--- config.mk ---
export PLATFORM = sky130hd
export DESIGN_NAME = lowest_free_slot_interval_allocator_flat
export DESIGN_NICKNAME = d
export VERILOG_FILES = /design/src/rtl/lfsa_pkg.sv /design/src/rtl/lfsa_if.sv /design/src/rtl/lfsa_cell.sv /design/src/rtl/lowest_free_slot_interval_allocator.sv /design/src/flat_wrapper.sv
export SDC_FILE = /design/constraint.sdc
export NUM_CORES = 2
export LEC_CHECK = 0
export ABC_AREA = 1
export BUFFER_PORTS_ARGS = -buffer_cell sky130_fd_sc_hd__buf_2
export CAP_MARGIN = 20
export CORE_MARGIN = 10
export CORE_UTILIZATION = 30
export CTS_CLUSTER_SIZE = 14
export DETAILED_ROUTE_END_ITERATION = 12
export HOLD_SLACK_MARGIN = 0.1
export SLEW_MARGIN = 20
export SYNTH_ARGS = -nofsm -noshare
export SYNTH_HDL_FRONTEND = slang
export SYNTH_SLANG_ARGS = --single-unit
--- constraint.sdc ---
create_clock -name i_clk -period 6 [get_ports i_clk]
set_input_delay 0.3 -clock i_clk [delete_from_list [all_inputs] [get_ports i_clk]]
set_output_delay 0.3 -clock i_clk [all_outputs]
set_load 0.01 [all_outputs]
--- src/rtl/lfsa_pkg.sv ---
// ----------------------------------------------------------------------------
// Lowest free slot allocator package
// Sizes, the control state encoding and the per-cell control bundle.
// ----------------------------------------------------------------------------
`default_nettype none

package lfsa_pkg;

    localparam int STALLS     = 64;
    localparam int TIME_W     = 16;
    localparam int ID_W       = 10;
    localparam int SLOT_OUT_W = 7;
    localparam int PEAK_OUT_W = 7;
    localparam int CNT_W      = $clog2(STALLS + 1);
    localparam int GRP        = 8;
    localparam int NGRP       = (STALLS + GRP - 1) / GRP;
    localparam int PART_W     = $clog2(GRP + 1);

    typedef logic [TIME_W-1:0] t_time;

    typedef enum logic [3:0] {
        ST_IDLE = 4'b0001,
        ST_REL  = 4'b0010,
        ST_PICK = 4'b0100,
        ST_SUM  = 4'b1000
    } t_state;

    typedef struct packed {
        logic rel_en;
        logic pick_en;
    } t_cell_ctl;

endpackage

`default_nettype wire

--- src/rtl/lfsa_if.sv ---
// ----------------------------------------------------------------------------
// Lowest free slot allocator channels
// Request and result channels with valid/ready handshakes.
// ----------------------------------------------------------------------------
`default_nettype none

interface lfsa_req_if;
    logic                      valid;
    logic                      ready;
    logic [lfsa_pkg::TIME_W-1:0] start_time;
    logic [lfsa_pkg::TIME_W-1:0] end_time;
    logic [lfsa_pkg::ID_W-1:0]   request_id;

    modport source (output valid, output start_time, output end_time,
                    output request_id, input ready);
    modport sink   (input valid, input start_time, input end_time,
                    input request_id, output ready);
endinterface

interface lfsa_res_if;
    logic                            valid;
    logic                            ready;
    logic [lfsa_pkg::ID_W-1:0]       echo_id;
    logic [lfsa_pkg::SLOT_OUT_W-1:0] assigned_slot;
    logic                            overflow;
    logic [lfsa_pkg::PEAK_OUT_W-1:0] peak_slots;

    modport source (output valid, output echo_id, output assigned_slot,
                    output overflow, output peak_slots, input ready);
    modport sink   (input valid, input echo_id, input assigned_slot,
                    input overflow, input peak_slots, output ready);
endinterface

`default_nettype wire

--- src/rtl/lfsa_cell.sv ---
// ----------------------------------------------------------------------------
// Lowest free slot allocator cell
// Holds one slot's busy flag and end time, releases the slot when its end
// lies below the new start, and claims it when no lower slot is free.
// ----------------------------------------------------------------------------
`default_nettype none

module lfsa_cell (
    input  wire logic                i_clk,
    input  wire logic                i_rst_n,
    input  wire lfsa_pkg::t_cell_ctl i_ctl,
    input  wire lfsa_pkg::t_time     i_start,
    input  wire lfsa_pkg::t_time     i_end,
    input  wire logic                i_free_below,
    output logic                     o_free_below,
    output logic                     o_grant,
    output logic                     o_busy
);

    logic            r_busy;
    lfsa_pkg::t_time r_end;

    assign o_free_below = i_free_below | ~r_busy;
    assign o_grant      = i_ctl.pick_en & ~r_busy & ~i_free_below;
    assign o_busy       = r_busy;

    always_ff @(posedge i_clk) begin
        if (!i_rst_n) begin
            r_busy <= 1'b0;
        end else if (i_ctl.rel_en && r_busy && (r_end < i_start)) begin
            r_busy <= 1'b0;
        end else if (o_grant) begin
            r_busy <= 1'b1;
        end
    end

    always_ff @(posedge i_clk) begin
        if (o_grant) begin
            r_end <= i_end;
        end
    end

endmodule

`default_nettype wire

--- src/rtl/lowest_free_slot_interval_allocator.sv ---
// ----------------------------------------------------------------------------
// Lowest free slot interval allocator
// Greedy interval partitioning over a row of slot cells.
// ----------------------------------------------------------------------------
// Requests (start_time, end_time, request_id) arrive on i_req in nondecreasing
// start order. Each request gives one result on o_res: its id, the slot it
// took (1 based, 0 with overflow set when every slot is busy) and the running
// peak of slots busy at once.
// A request is taken only when the allocator is idle. After a transfer the
// row of cells releases finished slots in the release state, the free-slot
// chain picks the lowest free cell in the pick state, and the sum state adds
// up the busy count for the peak and loads the output register. No new
// request is taken until the allocator is back in idle; the busy count
// summation is its last step.
// The result sits in an output register, so the next request is taken while
// it waits. If the receiver stalls with a result still held, the summing step
// waits until the output register frees up.
// Reset clears every slot to free, the peak to zero and the result valid, and
// leaves the request channel ready.
// ----------------------------------------------------------------------------
`default_nettype none

module lowest_free_slot_interval_allocator (
    input  wire logic i_clk,
    input  wire logic i_rst_n,
    lfsa_req_if.sink  i_req,
    lfsa_res_if.source o_res
);

    lfsa_pkg::t_state    r_state;
    lfsa_pkg::t_state    n_state;
    lfsa_pkg::t_cell_ctl w_ctl;

    lfsa_pkg::t_time             r_start;
    lfsa_pkg::t_time             r_end;
    logic [lfsa_pkg::ID_W-1:0]   r_id;

    logic [lfsa_pkg::STALLS:0]     w_chain;
    logic [lfsa_pkg::STALLS-1:0]   w_grant;
    logic [lfsa_pkg::STALLS-1:0]   w_busy;

    logic [lfsa_pkg::PART_W-1:0]     r_part [lfsa_pkg::NGRP];
    logic [lfsa_pkg::PART_W-1:0]     n_part [lfsa_pkg::NGRP];
    logic                            r_found;
    logic [lfsa_pkg::SLOT_OUT_W-1:0] r_slot;
    logic [lfsa_pkg::SLOT_OUT_W-1:0] n_slot;

    logic [lfsa_pkg::CNT_W-1:0] r_peak;
    logic [lfsa_pkg::CNT_W-1:0] n_peak;
    logic [lfsa_pkg::CNT_W-1:0] w_total;

    logic                            r_out_valid;
    logic [lfsa_pkg::ID_W-1:0]       r_out_id;
    logic [lfsa_pkg::SLOT_OUT_W-1:0] r_out_slot;
    logic                            r_out_ovf;
    logic [lfsa_pkg::PEAK_OUT_W-1:0] r_out_peak;

    logic w_in_xfer;
    logic w_out_free;

    assign i_req.ready = (r_state == lfsa_pkg::ST_IDLE);
    assign w_in_xfer   = i_req.valid & i_req.ready;
    assign w_out_free  = ~r_out_valid | o_res.ready;

    assign w_ctl.rel_en  = (r_state == lfsa_pkg::ST_REL);
    assign w_ctl.pick_en = (r_state == lfsa_pkg::ST_PICK);

    assign w_chain[0] = 1'b0;

    for (genvar g_i = 0; g_i < lfsa_pkg::STALLS; g_i++) begin : g_cell
        lfsa_cell u_cell (
            .i_clk        (i_clk),
            .i_rst_n      (i_rst_n),
            .i_ctl        (w_ctl),
            .i_start      (r_start),
            .i_end        (r_end),
            .i_free_below (w_chain[g_i]),
            .o_free_below (w_chain[g_i+1]),
            .o_grant      (w_grant[g_i]),
            .o_busy       (w_busy[g_i])
        );
    end

    always_comb begin
        n_slot = '0;
        for (int i = 0; i < lfsa_pkg::STALLS; i++) begin
            if (w_grant[i]) begin
                n_slot = n_slot | lfsa_pkg::SLOT_OUT_W'(i + 1);
            end
        end
    end

    always_comb begin
        for (int g = 0; g < lfsa_pkg::NGRP; g++) begin
            n_part[g] = '0;
            for (int k = 0; k < lfsa_pkg::GRP; k++) begin
                if (g * lfsa_pkg::GRP + k < lfsa_pkg::STALLS) begin
                    n_part[g] = n_part[g]
                              + lfsa_pkg::PART_W'(w_busy[g * lfsa_pkg::GRP + k]);
                end
            end
        end
    end

    always_comb begin
        w_total = lfsa_pkg::CNT_W'(r_found);
        for (int g = 0; g < lfsa_pkg::NGRP; g++) begin
            w_total = w_total + lfsa_pkg::CNT_W'(r_part[g]);
        end
        n_peak = (r_found && (w_total > r_peak)) ? w_total : r_peak;
    end

    always_comb begin
        n_state = r_state;
        unique case (r_state)
            lfsa_pkg::ST_IDLE: begin
                if (w_in_xfer) begin
                    n_state = lfsa_pkg::ST_REL;
                end
            end
            lfsa_pkg::ST_REL: begin
                n_state = lfsa_pkg::ST_PICK;
            end
            lfsa_pkg::ST_PICK: begin
                n_state = lfsa_pkg::ST_SUM;
            end
            lfsa_pkg::ST_SUM: begin
                if (w_out_free) begin
                    n_state = lfsa_pkg::ST_IDLE;
                end
            end
            default: begin
                n_state = lfsa_pkg::ST_IDLE;
            end
        endcase
    end

    always_ff @(posedge i_clk) begin
        if (!i_rst_n) begin
            r_state     <= lfsa_pkg::ST_IDLE;
            r_peak      <= '0;
            r_out_valid <= 1'b0;
        end else begin
            r_state <= n_state;
            if (r_state == lfsa_pkg::ST_SUM && w_out_free) begin
                r_peak      <= n_peak;
                r_out_valid <= 1'b1;
            end else if (o_res.ready) begin
                r_out_valid <= 1'b0;
            end
        end
    end

    always_ff @(posedge i_clk) begin
        if (w_in_xfer) begin
            r_start <= i_req.start_time;
            r_end   <= i_req.end_time;
            r_id    <= i_req.request_id;
        end
        if (r_state == lfsa_pkg::ST_PICK) begin
            r_found <= w_chain[lfsa_pkg::STALLS];
            r_slot  <= n_slot;
            for (int g = 0; g < lfsa_pkg::NGRP; g++) begin
                r_part[g] <= n_part[g];
            end
        end
        if (r_state == lfsa_pkg::ST_SUM && w_out_free) begin
            r_out_id   <= r_id;
            r_out_slot <= r_slot;
            r_out_ovf  <= ~r_found;
            r_out_peak <= lfsa_pkg::PEAK_OUT_W'(n_peak);
        end
    end

    assign o_res.valid         = r_out_valid;
    assign o_res.echo_id       = r_out_id;
    assign o_res.assigned_slot = r_out_slot;
    assign o_res.overflow      = r_out_ovf;
    assign o_res.peak_slots    = r_out_peak;

`ifndef SYNTHESIS
    a_one_grant: assert property (@(posedge i_clk) disable iff (!i_rst_n)
        $onehot0(w_grant))
        else $error("more than one slot claimed in one cycle");

    a_grant_only_pick: assert property (@(posedge i_clk) disable iff (!i_rst_n)
        (r_state != lfsa_pkg::ST_PICK) |-> (w_grant == '0))
        else $error("slot claimed outside the pick cycle");

    a_peak_monotonic: assert property (@(posedge i_clk) disable iff (!i_rst_n)
        1'b1 |=> (r_peak >= $past(r_peak)))
        else $error("peak count decreased");

    a_xfer_starts_release: assert property (@(posedge i_clk) disable iff (!i_rst_n)
        w_in_xfer |=> (r_state == lfsa_pkg::ST_REL))
        else $error("input transfer did not start a release cycle");
`endif

endmodule

`default_nettype wire
--- src/flat_wrapper.sv ---
// flat-port wrapper written by rule: the top's interface ports become plain ports
module lowest_free_slot_interval_allocator_flat 
  (i_clk, i_rst_n, i_req_valid, i_req_start_time, i_req_end_time, i_req_request_id, i_req_ready, o_res_valid, o_res_echo_id, o_res_assigned_slot, o_res_overflow, o_res_peak_slots, o_res_ready);
  lfsa_req_if i_req_i ();
  lfsa_res_if o_res_i ();
  input  wire logic i_clk;
  input  wire logic i_rst_n;
  input wire logic [$bits(i_req_i.valid)-1:0] i_req_valid;
  input wire logic [$bits(i_req_i.start_time)-1:0] i_req_start_time;
  input wire logic [$bits(i_req_i.end_time)-1:0] i_req_end_time;
  input wire logic [$bits(i_req_i.request_id)-1:0] i_req_request_id;
  output wire logic [$bits(i_req_i.ready)-1:0] i_req_ready;
  output wire logic [$bits(o_res_i.valid)-1:0] o_res_valid;
  output wire logic [$bits(o_res_i.echo_id)-1:0] o_res_echo_id;
  output wire logic [$bits(o_res_i.assigned_slot)-1:0] o_res_assigned_slot;
  output wire logic [$bits(o_res_i.overflow)-1:0] o_res_overflow;
  output wire logic [$bits(o_res_i.peak_slots)-1:0] o_res_peak_slots;
  input wire logic [$bits(o_res_i.ready)-1:0] o_res_ready;
  assign i_req_i.valid = i_req_valid;
  assign i_req_i.start_time = i_req_start_time;
  assign i_req_i.end_time = i_req_end_time;
  assign i_req_i.request_id = i_req_request_id;
  assign i_req_ready = i_req_i.ready;
  assign o_res_valid = o_res_i.valid;
  assign o_res_echo_id = o_res_i.echo_id;
  assign o_res_assigned_slot = o_res_i.assigned_slot;
  assign o_res_overflow = o_res_i.overflow;
  assign o_res_peak_slots = o_res_i.peak_slots;
  assign o_res_i.ready = o_res_ready;
  lowest_free_slot_interval_allocator u_core (.i_clk(i_clk), .i_rst_n(i_rst_n), .i_req(i_req_i), .o_res(o_res_i));
endmodule
==> flow_summary.rst <==
.. list-table::
   :header-rows: 1

   * - Metric
     - Value
   * - CP Class
     - reg -> reg
   * - Violation count after the first detailed-routing iteration
     - 3072
   * - Net count of the finished layout
     - 6058
   * - Most common cell after layout, fill and taps aside
     - sky130_fd_sc_hd__edfxtp_1
   * - Net count after synthesis
     - 5736
   * - Layout cell share with drive strength beyond 1
     - 8.50%
   * - Reg-to-reg critical path endpoint
     - u_core.r_peak[5]$_SDFFE_PN0P_
   * - Startpoint of the worst hold path
     - i_rst_n
   * - Number of synthesized flops with an enable pin
     - 1131
   * - Longest Clk Path Bufs
     - 3
   * - Worst Path Arrival
     - 6.19 ns
   * - Max frequency
     - 181 MHz
   * - Leakage power
     - 27.6 nW
   * - Number of distinct library cells after synthesis
     - 52
   * - Required time of the critical path
     - 6.67 ns
   * - End point of the worst hold path
     - u_core.r_state[0]$_SDFFE_PN1P_
   * - Worst slew margin relative to its limit
     - 26.7%
   * - Count of buffers from port buffering
     - 72
   * - Critical path startpoint category
     - register
   * - Total vias in the final route
     - 38.6k
   * - FF-to-FF Start
     - u_core.r_found$_DFFE_PN_
   * - Area of combinational cells with multiple inputs
     - 0.0237 mm^2
   * - Hold/Removal Path Class
     - in -> reg
   * - Power density over the cells
     - 272 mW/mm^2
   * - Area used by sequential logic in the layout
     - 0.0355 mm^2
   * - Number of cells traversed by the worst register-to-register path
     - 24
   * - Portion of total power attributed to combinational logic
     - 8.6%
   * - Final count of hold timing violations
     - 0
   * - Placed Cells incl. Taps
     - 7445
   * - Clock Latency Late Sink
     - 0.79 ns
   * - Post-synthesis async set-or-reset flop share
     - 0%
   * - Clk slew on worst S/H paths
     - 0.06 ns
   * - DIE WIDTH
     - 470 um
   * - CP endpoint kind
     - register
   * - Residual overflow from global routing
     - 0
   * - First-pass GRT wire length
     - 243000 um
   * - Highest net fanout along the worst path
     - 6
   * - Post-detailed-route wirelength per cell
     - 20.9 um
   * - End-of-flow core utilization
     - 34.6%
   * - Tot GR Track Use
     - 14.3%
   * - Reg-to-reg slack, setup
     - 0.47 ns
   * - Number of clock sinks
     - 1207
   * - Count of maximum capacitance violations
     - 0
   * - Final critical delay including setup and external delays
     - 5.53 ns
   * - Number of H-tree branching levels
     - 4
   * - Final-layout setup total negative slack
     - 0 ns
   * - Drt via density
     - 4.98
   * - Slowest stage delay, CP
     - 0.52 ns
   * - Mapped Cells
     - 4633
   * - Die Outline Area
     - 0.221 mm^2
   * - Setup violations, final
     - 0
   * - Switching share of power
     - 24.7%
   * - TritonCTS clock tree
     - done
   * - Synthesized area per cell
     - 13.1 um^2
   * - Antenna violations before repair
     - 6
   * - Actual slew at the worst max-slew pin
     - 1.10 ns
   * - Layout fillers
     - 19.6k
   * - Number of buffers created by CTS
     - 136
   * - Worst setup skew after layout
     - 0.0367 ns
   * - Number of gates resized after cts
     - 0
   * - Internal power of the cells
     - 14.3 mW
   * - #FFs+latches synth
     - 1207
   * - Last weighted congestion value of the routability-driven placer
     - 0.841
   * - Net load switching power
     - 4.70 mW
   * - Die height
     - 470 um
   * - Worst-path cell chain
     - ha_1 > ha_1 > xnor2_1 > fa_1 > inv_1 > fa_1 > fa_1 > fa_1 > ha_1 > fa_1 > nand3_1 > nand2_1 > xor2_1 > ha_1 > nand2_1 > inv_1 > nand2_1 > o211ai_1 > o211ai_1 > buf_4 > nor2_1 > a21oi_1 > o21ai_0 > inv_1
   * - Most used DFF post-synth
     - sky130_fd_sc_hd__edfxtp_1
   * - Area growth from synthesis to layout
     - 14.9%
   * - Cell Count, Final, Fillers Out
     - 7746
   * - Starting Density
     - 30.1%
   * - Half-perimeter wire length of the detailed placement result
     - 96600 um
   * - Cell depth of the worst min-delay path
     - 3
   * - Core box area
     - 0.202 mm^2
   * - Number of ports placed on the die boundary
     - 73
   * - Register share of total power
     - 49.1%
   * - Outcome
     - finished, final reports clean
   * - Yosys warning count
     - 0
   * - Detailed-router iteration count before antenna repair
     - 5
   * - Total power of the final layout
     - 19.0 mW
   * - Slowest CP cell
     - sky130_fd_sc_hd__fa_1
   * - Clk network pwr share
     - 42.2%
   * - Vias in the first global route
     - 39.1k
   * - Fin. max-slew vios
     - 0
   * - Remaining DRCs
     - 0
   * - Clock root buffer
     - sky130_fd_sc_hd__clkbuf_16
   * - Pin count of the biggest net entering global routing
     - 57
   * - Tcrit/Tclk final
     - 92.1%
   * - Number of nets still failing antenna checks after routing
     - 0
   * - Row count
     - 165
   * - Cell occurring most often along the worst timing path
     - sky130_fd_sc_hd__fa_1
   * - Commonest cells after routing, fill and taps aside
     - sky130_fd_sc_hd__edfxtp_1 (1131), sky130_fd_sc_hd__ha_1 (1002), sky130_fd_sc_hd__a21oi_1 (513)
   * - Peak supply drop
     - 0.172 mV
   * - RSZ-0062 raised after global routing
     - no
   * - Post-synthesis instance area
     - 0.0608 mm^2
   * - Final wirelength
     - 162000 um
   * - Sequential fraction of the synthesis area
     - 58.4%
==> worst max-delay path: cells and delay by family (launching register included) <==
family | cells | cell delay [ns]
adder cells (fa/ha/maj) | 9 | 3.43
buffers and inverters | 4 | 0.34
AO/OA/AOI/OAI | 4 | 0.53
XOR/XNOR | 2 | 0.30
AND/OR/NAND/NOR | 5 | 0.35
flip-flops | 1 | 0.44
==> power groups by stage <==
stage | Sequential, mW | Combinational, mW | Clock, mW
after floorplan | 9.55 | 0.844 | 0
after global placement | 9.51 | 1.57 | 0
after detailed placement | 9.51 | 1.62 | 0
after CTS | 9.33 | 1.66 | 8.17
after global routing | 9.33 | 1.84 | 8.50
final | 9.33 | 1.64 | 8.02
==> cell type report <==
class | instances | area share, %
Clock inverter | 75 | 0.908
Antenna cell | 5 | 0.0179
Multi-Input combinational cell | 2981 | 33.9
Clock buffer | 177 | 5.18
Inverter | 422 | 2.32
Sequential cell | 1207 | 50.8
Tap cell | 2672 | 4.79
Timing Repair Buffer | 207 | 2.14
==> cell usage after synthesis, types with 5 or more instances <==
cell | n | area, um^2
sky130_fd_sc_hd__edfxtp_1 | 1131 | 34000
sky130_fd_sc_hd__ha_1 | 1002 | 12500
sky130_fd_sc_hd__a21oi_1 | 513 | 2570
sky130_fd_sc_hd__nand2_1 | 487 | 1830
sky130_fd_sc_hd__inv_1 | 414 | 1550
sky130_fd_sc_hd__nor2_1 | 165 | 619
sky130_fd_sc_hd__o21ai_0 | 130 | 651
sky130_fd_sc_hd__nand4_1 | 103 | 644
sky130_fd_sc_hd__nand3_1 | 102 | 510
sky130_fd_sc_hd__o211ai_1 | 99 | 743
sky130_fd_sc_hd__dfxtp_1 | 76 | 1520
sky130_fd_sc_hd__nor3_1 | 76 | 380
sky130_fd_sc_hd__fa_1 | 55 | 1100
sky130_fd_sc_hd__a211oi_1 | 40 | 300
sky130_fd_sc_hd__a31oi_1 | 35 | 219
sky130_fd_sc_hd__o21a_1 | 33 | 248
sky130_fd_sc_hd__o221ai_1 | 33 | 289
sky130_fd_sc_hd__clkbuf_1 | 17 | 63.8
sky130_fd_sc_hd__o31ai_1 | 15 | 113
sky130_fd_sc_hd__nor2_4 | 12 | 135
sky130_fd_sc_hd__o2111ai_1 | 12 | 105
sky130_fd_sc_hd__xnor2_1 | 9 | 78.8
sky130_fd_sc_hd__a41oi_1 | 7 | 61.3
sky130_fd_sc_hd__nand3_2 | 7 | 70.1
sky130_fd_sc_hd__nor2_2 | 7 | 43.8
sky130_fd_sc_hd__o21ai_1 | 5 | 25.0
==> flip-flops by register name, indices dropped and copies added (netlist names), 4 cells and up <==
| signal | count |
|---|---|
| u_core.o_res.echo_id | 10 |
| u_core.r_part | 32 |
| u_core.r_end | 16 |
| u_core.r_state | 4 |
| u_core.r_peak | 7 |
| u_core.r_slot | 7 |
| u_core.g_cell.u_cell.r_end | 1024 |
| u_core.r_id | 10 |
| u_core.o_res.assigned_slot | 7 |
| u_core.r_start | 16 |
| u_core.g_cell.u_cell.o_busy | 64 |
| u_core.o_res.peak_slots | 7 |
==> metrics by stage <==
stage          area (um^2)  hold slack, ns  setup WS [ns]
3_3_place_gp         65200           0.401          0.479
2_1_floorplan        60800           0.399          0.710
5_1_grt              69900           0.177        0.00998
3_5_place_dp         65200           0.407          0.501
4_1_cts              69900           0.124          0.485
6_report             69900           0.185          0.473
==> how the worst max path moves through the flow <==
| stage | start | endpoint | slack, ns | depth (start not counted) |
|---|---|---|---|---|
| after global placement | u_core.r_found$_DFFE_PN_ | u_core.r_peak[1]$_SDFFE_PN0P_ | 0.48 | 24 |
| final | u_core.r_found$_DFFE_PN_ | u_core.r_peak[5]$_SDFFE_PN0P_ | 0.47 | 24 |
| after global routing | u_core.r_found$_DFFE_PN_ | u_core.r_peak[2]$_SDFFE_PN0P_ | 0.01 | 24 |
| after detailed placement | u_core.r_found$_DFFE_PN_ | u_core.r_peak[4]$_SDFFE_PN0P_ | 0.50 | 24 |
| after floorplan | u_core.r_found$_DFFE_PN_ | u_core.r_peak[0]$_SDFFE_PN0P_ | 0.71 | 22 |
| after CTS | u_core.r_found$_DFFE_PN_ | u_core.r_peak[4]$_SDFFE_PN0P_ | 0.48 | 24 |
==> repair_timing <==
item	4_1_cts	5_1_grt
hold endpoints to repair	46	0
buffers inserted	0	0
hold buffers	44	0
==> per-layer routing <==
layer  wire length (um)  track usage, %
met1              70400            18.4
met2              78800            24.7
met3               8480            2.03
met4               4430            4.59
met5                  0               0
==> cell families (layout without fill, tap and decap cells) <==
family                     Yosys count  after routing  share of synthesized area (%)
DFF                               1207           1207                           58.4
adders and majority gates         1057           1057                           22.4
and+or+nand+nor                    980            980                           7.34
AOI/OAI and AO/OA                  931            931                           8.88
buffers and inverters              445            881                           2.78
xor gates and xnor gates            13             13                          0.187
other                                0              5                              0
No activity file was read; power rests on OpenSTA's default activity.
